$ cat src/sv/ipv4as_pkg.sv
// shared types and constants for the ipv4 address set with aging
// used by the cell, the top level and the checker
package ipv4as_pkg;

  localparam int ENTRIES_DEFAULT = 256;
  localparam int ADDR_W = 32;
  localparam int TIME_W = 32;
  localparam int TMO_W = 16;
  localparam int CNT_W = 9;
  localparam int KIND_W = 3;
  localparam int STATUS_W = 3;

  localparam logic [KIND_W-1:0] KIND_TEST = 3'd0;
  localparam logic [KIND_W-1:0] KIND_ADD = 3'd1;
  localparam logic [KIND_W-1:0] KIND_DELETE = 3'd2;
  localparam logic [KIND_W-1:0] KIND_TICK = 3'd3;
  localparam logic [KIND_W-1:0] KIND_SWEEP = 3'd4;

  localparam logic [STATUS_W-1:0] ST_OK = 3'd0;
  localparam logic [STATUS_W-1:0] ST_ZERO = 3'd1;
  localparam logic [STATUS_W-1:0] ST_EXISTS = 3'd2;
  localparam logic [STATUS_W-1:0] ST_ABSENT = 3'd3;
  localparam logic [STATUS_W-1:0] ST_FULL = 3'd4;

  localparam logic REG_TIMEOUT = 1'b0;
  localparam logic REG_MAX = 1'b1;

  localparam logic [TMO_W-1:0] TIMEOUT_RST = 16'd0;
  localparam logic [CNT_W-1:0] MAX_ENTRIES_RST = 9'd256;
  localparam logic [CNT_W-1:0] COUNT_LIMIT = 9'd256;

  typedef enum logic [2:0] {
    CELL_HOLD,
    CELL_COMPARE,
    CELL_WRITE_HIT,
    CELL_WRITE_FREE,
    CELL_CLEAR_HIT,
    CELL_SWEEP,
    CELL_SHIFT
  } cell_op_t;

  typedef struct packed {
    cell_op_t op;
    logic aging;
    logic [ADDR_W-1:0] key;
    logic [TIME_W-1:0] cur_time;
    logic [TIME_W-1:0] expiry;
  } cell_cmd_t;

  typedef struct packed {
    logic hit;
    logic live;
    logic free;
    logic drop;
  } chain_t;

endpackage

$ cat src/sv/ipv4as_cell.sv
// one slot of the address table: key, expiry and per-request flags
// depends on ipv4as_pkg; chained to its neighbors by the top level
module ipv4as_cell
  import ipv4as_pkg::*;
(
  input  logic      clk,
  input  logic      rst,
  input  cell_cmd_t cmd,
  input  chain_t    chain_in,
  output chain_t    chain_out
);

  logic [ADDR_W-1:0] key;
  logic [TIME_W-1:0] expiry;
  logic hit_r;
  logic live_r;
  logic stale_r;
  logic drop;

  logic occupied;
  logic [TIME_W-1:0] ahead;
  logic [TIME_W-1:0] behind;
  logic claim;

  assign occupied = (expiry != '0);
  assign ahead = cmd.cur_time - expiry;
  assign behind = expiry - cmd.cur_time;
  assign claim = !occupied && !chain_in.free;

  assign chain_out.hit = chain_in.hit | hit_r;
  assign chain_out.live = chain_in.live | (hit_r & live_r);
  assign chain_out.free = chain_in.free | !occupied;
  assign chain_out.drop = drop;

  always_ff @(posedge clk) begin
    if (rst) begin
      expiry <= '0;
      hit_r <= 1'b0;
      live_r <= 1'b0;
      stale_r <= 1'b0;
      drop <= 1'b0;
    end else begin
      unique case (cmd.op)
        CELL_HOLD: begin
        end
        CELL_COMPARE: begin
          hit_r <= occupied && (key == cmd.key);
          live_r <= occupied && (!cmd.aging || ahead[TIME_W-1]);
          stale_r <= occupied && behind[TIME_W-1];
        end
        CELL_WRITE_HIT: begin
          if (hit_r) expiry <= cmd.expiry;
        end
        CELL_WRITE_FREE: begin
          if (claim) expiry <= cmd.expiry;
        end
        CELL_CLEAR_HIT: begin
          if (hit_r) expiry <= '0;
        end
        CELL_SWEEP: begin
          if (stale_r) expiry <= '0;
          drop <= stale_r;
        end
        CELL_SHIFT: begin
          drop <= chain_in.drop;
        end
        default: begin
        end
      endcase
    end
  end

  // key storage has no reset
  always_ff @(posedge clk) begin
    if ((cmd.op == CELL_WRITE_HIT && hit_r) || (cmd.op == CELL_WRITE_FREE && claim)) begin
      key <= cmd.key;
    end
  end

endmodule

$ cat config.mk
export PLATFORM = sky130hd
export DESIGN_NAME = ipv4as_cell
export DESIGN_NICKNAME = d
export VERILOG_FILES = /design/src/sv/ipv4as_pkg.sv /design/src/sv/ipv4as_cell.sv
export SDC_FILE = /design/constraint.sdc
export NUM_CORES = 1
export LEC_CHECK = 0
export BUFFER_PORTS_ARGS = -buffer_cell sky130_fd_sc_hd__buf_2
export CAP_MARGIN = 20
export CORE_MARGIN = 5
export CORE_UTILIZATION = 59
export DETAILED_ROUTE_END_ITERATION = 6
export PLACE_DENSITY = 0.9
export SYNTH_ARGS = -nofsm -noshare
export SYNTH_HDL_FRONTEND = slang
export SYNTH_SLANG_ARGS = --single-unit
$ cat constraint.sdc
create_clock -name clk -period 4.9 [get_ports clk]
set_input_delay 0.735 -clock clk [delete_from_list [all_inputs] [get_ports clk]]
set_output_delay 0.735 -clock clk [all_outputs]
set_load 0.02 [all_outputs]
==> impl_metrics.csv, run 1 <==
group,metric,value,unit
sta,rsz0062_at_grt,"false",
hold_path,holdPathEnd,"expiry[26]",
setup_path,crit_arrival,1.89,ns
detailed_routing,dr.pass1.iters,4,
setup_path,r2r-start,"expiry[2]",
setup_path,r2r_cells,7,
setup_path,crit_fanout,4,
clock_tree,clk_latency,0.34,ns
sta,clock_skew,0.006194,ns
detailed_routing,via_per_inst,5.421,
sta,period_minus_slack,2.625,ns
sta,tns,0,ns
synthesis,seq_area_frac_synth,35.93,%
synthesis,ys_types,46,
setup_path,cp-start-kind,"flop",
detailed_routing,drt-total-wl,10480,um
setup_path,max_stage_delay,0.37,ns
setup_path,path_cells,"nor4_1 > nand4_1 > nor2_1 > or2_2 > buf_2",
clock_tree,cts_tree,"built",
clock_tree,cts_root_buffer,"clkbuf_8",
floorplanning,core,7727,um2
layout,syn_to_final_growth,17.29,%
global_routing,grt_overflow_total,0,
run,drv_cap,0,
layout,diodes,0,
floorplanning,fp.dieH,99.07,um
hold_path,hold_path.class,"flop to flop",
clock_tree,clock_sinks,68,
clock_tree,htree_levels,3,
hold_path,min_path_cells,2,
global_routing,grt_pass1_vias,3814,
layout,fin_nets,747,
layout,drive_above_1_share,30.94,%
clock_tree,clockBufferDepth,2,
synthesis,yosysMostFrequentCell,"inv_1",
detailed_routing,drc,0,
floorplanning,dieArea,9815,um2
floorplanning,die_x,99.07,um
sta,whs,0.5092,ns
synthesis,synth_nets,643,
synthesis,async_flop_share,0,%
placed_design,gp_congestion,0.8908,
synthesis,yosys_warnings,0,
status,outcome,"finished clean",
setup_path,worstSetupEndpointType,"primary output",
setup_path,rr_endpoint,"expiry[28]",
floorplanning,rows,32,
synthesis,synth_top_flop_cell,"dfxtp_1",
synthesis,synth_area_leader_cell,"edfxtp_1",
detailed_routing,drtAntennaViolNets,0,
detailed_routing,drt-initial-drc-count,151,
sta,max_slew_margin,38.74,%
synthesis,synth_top_area_share,20.53,%
placed_design,portBuffers,109,
sta,fmax,380.9,MHz
synthesis,syn_inst,477,
synthesis,syn_avg_cell_area,9.813,um2
setup_path,cp.required,4.16,ns
floorplanning,initial_utilization,60.57,%
setup_path,r2r_setup_slack,2.64,ns
clock_tree,cts_setup_buffers,0,
sta,worst_pin_slew,0.9189,ns
clock_tree,clkSlewWorstSetupHoldPaths,0.07,ns
power,p_per_area,271.0,nW/um2
clock_tree,cts_hold_buf,0,
sta,setup_viol,0,
global_routing,grt_max_degree,65,
detailed_routing,routed-via-count,3724,
synthesis,synth.top_cells.by_count,"inv_1 (62), ha_1 (60), dfxtp_1 (36), nand2b_1 (36)",
clock_tree,postCtsResizedCells,0,
clock_tree,cts_buffers,9,
synthesis,synth_seq_cells,68,
sta,final_max_slew_viol_count,0,
placed_design,place_hpwl,8143,um
global_routing,grt_first_pass_wirelength,16930,um
floorplanning,io_pins,110,
hold_path,hold_start,"expiry[26]",
synthesis,yosys-top-cells-area,"edfxtp_1 (21%), ha_1 (16%), dfxtp_1 (15%)",
power,p_leak,2.355,nW
global_routing,antenna_found_initial,0,
sta,hold_viol_final,0,
global_routing,grt_use_total,21.27,%
detailed_routing,avgRoutedWirePerCell,15.26,um
power,irDropWorstVdd,0.1509,mV
setup_path,critPathSlowestCell,"nor4_1",
setup_path,critical_path_class,"flop to primary output",
synthesis,synth_edf_count,32,
synthesis,netlist_area,4681,um2
sta,fin_crit_sh,53.58,%
how the worst max path moves through the flow:
stage              start  cells after the start           end  slack (ns)
3_5_place_dp     cmd[98]                      6    expiry[30]        1.56
6_report       expiry[2]                      5  chain_out[1]        2.27
3_3_place_gp     cmd[98]                      6    expiry[17]        1.68
2_1_floorplan    cmd[99]                      3        key[0]        1.91
5_1_grt          cmd[98]                      7    expiry[28]        2.12
4_1_cts          cmd[98]                      6    expiry[22]        1.95
routing by layer:
metal	vias to the layer above	global-route usage, %	part of all wire [%]
li1	1853	-	-
met1	1728	25.50	40
met2	118	37.24	52
met3	25	2.902	5.9
met4	0	10.40	2.8
met5	-	0	0
final cells by class:
type / count / area, um2
flip-flops and latches: 68 / 1682
well taps: 102 / 127.6
multi-input cells: 329 / 2614
clock inverters: 6 / 137.6
clock buffers: 9 / 123.9
fillers: 575 / 2237
repair buffers: 111 / 573.1
inverters: 62 / 232.7
worst max-delay path: cells and delay by family (launching register included):
| family | cells | cell delay [ns] |
|---|---|---|
| and+or+nand+nor | 4 | 1.04 |
| buffers and inverters | 1 | 0.15 |
| DFF | 1 | 0.35 |
metrics by stage:
| step | total power, W | utilization, % | instances | area, um2 | setup WS (ns) |
|---|---|---|---|---|---|
| 3_5_place_dp | 0.0008940 | 67.41 | 671 | 5209 | 1.563 |
| 5_1_grt | 0.001553 | 71.05 | 687 | 5490 | 2.123 |
| 4_1_cts | 0.001493 | 70.79 | 686 | 5470 | 1.951 |
| 2_1_floorplan | 0.0008106 | - | 477 | 4681 | 1.911 |
| 6_report | 0.001488 | 71.05 | 687 | 5490 | 2.275 |
| 3_3_place_gp | 0.0008791 | 67.41 | 671 | 5209 | 1.683 |
where the power goes:
group          switching [W]  internal (W)
Sequential         0.0000169      0.000611
Clock               0.000213      0.000388
Combinational       0.000144      0.000114
cells in the final DEF (no fill, tap or decap), types with 2 or more instances in the layout:
cell / n
a211o_1: 2
a221o_1: 2
dfxtp_1: 36
edfxtp_1: 32
o21ai_0: 13
a31oi_1: 2
inv_1: 62
a21o_1: 5
or2_2: 3
xnor2_1: 2
ha_1: 60
nor2b_1: 3
a21oi_2: 22
nand2_1: 15
nand4_1: 7
nor4_1: 18
a221oi_1: 2
clkinv_4: 2
clkbuf_8: 9
buf_2: 109
nand3_1: 12
a21oi_1: 32
xor2_1: 32
a211oi_1: 2
and3_1: 3
nand2b_1: 35
nand3_2: 24
bufinv_16: 4
o211ai_1: 4
nor3b_1: 4
nor2_1: 11
registers in the layout, indices dropped and copies added (netlist names):
| name | cells |
|---|---|
| drop | 1 |
| live_r | 1 |
| stale_r | 1 |
| key | 32 |
| expiry | 32 |
| hit_r | 1 |
kinds of logic (layout without fill, tap and decap cells):
group	Yosys count	count (layout)	synth area share (%)
muxes	1	1	0.2139
xor gates and xnor gates	34	34	6.362
buffers and inverters	80	188	8.367
AOI/OAI and AO/OA	92	92	13.29
adders and majority gates	60	60	16.04
DFF	68	68	35.93
and+or+nand+nor	142	142	19.81
Note: power is estimated with default switching activity, not from simulation.
==> run 2: changes to the inputs <==
- ABC_AREA: not set -> 1
- CORE_UTILIZATION: 59 -> 50
- PLACE_DENSITY: 0.9 -> 0.82
- clock period: 4.9 -> 2.2 ns (I/O delays scaled with it)
==> impl_metrics.csv, run 2 <==
group,metric,value,unit
setup_path,critical_path_class,"flop to primary output",
synthesis,syn_inst,609,
clock_tree,cts_tree,"built",
placed_design,place_ws,0.2562,ns
placed_design,placed_cell_area,5465,um2
sta,final_max_slew_viol_count,0,
synthesis,synth_top_area_share,20.16,%
power,p_per_area,601.6,nW/um2
sta,max_slew_margin,77.32,%
synthesis,synth_seq_cells,68,
placed_design,place_hpwl,9125,um
layout,diodes,0,
power,p_leak,2.854,nW
sta,setup_slack,0.2437,ns
sta,worst_pin_slew,0.3399,ns
synthesis,yosysMostFrequentCell,"nand2_1",
power,irDropWorstVdd,0.5361,mV
synthesis,synth_area_leader_cell,"edfxtp_1",
layout,largest_registers,"expiry x32, key x32",
clock_tree,cts_buffers,9,
setup_path,crit_arrival,1.63,ns
synthesis,ys_types,35,
sta,tns,0,ns
synthesis,syn_avg_cell_area,7.826,um2
synthesis,seq_area_frac_synth,35.28,%
run,drv_cap,0,
detailed_routing,via_per_inst,4.945,
global_routing,grt_overflow_total,0,
clock_tree,postCtsResizedCells,0,
clock_tree,clk_latency,0.34,ns
placed_design,portBuffers,109,
placed_design,gp_congestion,0.9216,
clock_tree,clockBufferDepth,2,
clock_tree,cts_hold_buf,0,
sta,period_minus_slack,1.956,ns
setup_path,cp.required,1.87,ns
floorplanning,core,9284,um2
detailed_routing,drtAntennaViolNets,0,
floorplanning,fp.dieH,107.6,um
layout,fin_nets,885,
layout,fin_util,61.44,%
setup_path,crit_fanout,4,
sta,rsz0062_at_grt,"false",
detailed_routing,dr.pass1.iters,4,
setup_path,path_cells,"inv_1 > nand4_1 > nor3_2 > nand2_1 > nor2_4 > or2_2 > buf_2",
layout,syn_to_final_growth,19.69,%
clock_tree,htree_levels,3,
detailed_routing,drc,0,
synthesis,netlist_area,4766,um2
global_routing,grt_first_pass_wirelength,18930,um
global_routing,grt_use_total,20.10,%
setup_path,crit_buf_inv,2,
global_routing,antenna_found_initial,2,
detailed_routing,drt-total-wl,11320,um
floorplanning,initial_utilization,51.33,%
clock_tree,cts_root_buffer,"clkbuf_8",
power,p_total,0.003432,W
floorplanning,dieArea,11580,um2
sta,fin_crit_sh,88.92,%
hold_path,hold_path.class,"primary input to flop",
detailed_routing,drt-initial-drc-count,159,
clock_tree,clock_sinks,68,
global_routing,grt_max_degree,33,
layout,layout.cells.most_common,"nand2_1",
floorplanning,die_x,107.6,um
detailed_routing,routed-via-count,4218,
synthesis,yosys-top-cells-area,"edfxtp_1 (20%), ha_1 (16%), dfxtp_1 (15%)",
setup_path,critPathSlowestCell,"dfxtp_1",
layout,final_cell_mix,"nand2_1 (137), buf_2 (109), inv_1 (80)",
layout,drive_above_1_share,26.66,%
synthesis,synth_top_flop_cell,"dfxtp_1",
setup_path,critical_path.top_delay_family,"simple AND/OR/NAND/NOR gates",
global_routing,grt_pass1_vias,4368,
sta,clock_skew,0.006410,ns
synthesis,synth_nets,775,
floorplanning,io_pins,110,
synthesis,synth.top_cells.by_count,"nand2_1 (137), inv_1 (80), ha_1 (60)",
clock_tree,cts_setup_buffers,0,
setup_path,max_stage_delay,0.35,ns
setup_path,cp-start-kind,"flop",
detailed_routing,avgRoutedWirePerCell,13.27,um
clock_tree,clkSlewWorstSetupHoldPaths,0.08,ns
sta,fmax,511.2,MHz
layout,final_area,5704,um2
sta,hold_viol_final,0,
synthesis,synth_edf_count,32,
synthesis,async_flop_share,0,%
setup_path,worstSetupEndpointType,"primary output",
floorplanning,rows,35,
status,outcome,"finished clean",
sta,setup_viol,0,
synthesis,yosys_warnings,0,
## run 2: area by class of cell
class / instances / area [um2]
fill: 860 / 3580
multi-input combinational: 435 / 2656
sequential: 68 / 1682
timing repair buffer: 115 / 628.1
inverter: 90 / 337.8
tap: 129 / 161.4
clock buffer: 9 / 123.9
clock inverter: 7 / 115.1
## run 2: metal layers
| layer | GRT usage [%] | wire length [um] | up-vias | share of wire [%] |
|---|---|---|---|---|
| met5 | 0 | 21 | - | 0.19 |
| met4 | 5.230 | 158 | 4 | 1.4 |
| met3 | 6.059 | 864 | 18 | 7.6 |
| met2 | 36.37 | 5628 | 130 | 50 |
| met1 | 22.93 | 4651 | 1917 | 41 |
| li1 | - | - | 2149 | - |
## run 2: cell families (layout without fill, tap and decap cells)
family / after synthesis / after routing / share of synthesized area, %
adder cells (fa/ha/maj): 60 / 60 / 15.75
XOR/XNOR: 28 / 28 / 5.146
AO/OA/AOI/OAI: 45 / 45 / 5.592
AND/OR/NAND/NOR: 302 / 302 / 29.17
buffers and inverters: 106 / 221 / 9.058
flip-flops: 68 / 68 / 35.28
## run 2: worst paths after layout
path | cells after the start | slack (ns) | to | startpoint
max | 7 | 0.24 | chain_out[1] | expiry[24]
min | 1 | 0.19 | key[20] | cmd[84]
max reg2reg | 13 | 0.34 | live_r | expiry[14]
min reg2reg | 2 | 0.50 | stale_r | stale_r
## run 2: power breakdown
group | leakage, nW | total (W) | internal [W] | switching (W)
Sequential | 0.584 | 0.00143 | 0.00138 | 0.0000499
Combinational | 2.16 | 0.000768 | 0.000317 | 0.000451
Clock | 0.115 | 0.00124 | 0.000749 | 0.000489
## run 2: worst register-to-register path, delay by kind of cell (launching register included)
family                     cells  cell delay [ns]
and+or+nand+nor               10             0.94
DFF                            1             0.35
adders and majority gates      1             0.32
AOI/OAI and AO/OA              1             0.12
buffers and inverters          1             0.06
## run 2: through the flow
stage               instances  hold slack [ns]
floorplan                 609           0.3991
global placement          837           0.4799
detailed placement        837           0.4866
CTS                       853           0.1666
global route              853           0.1562
finish                    853           0.1882
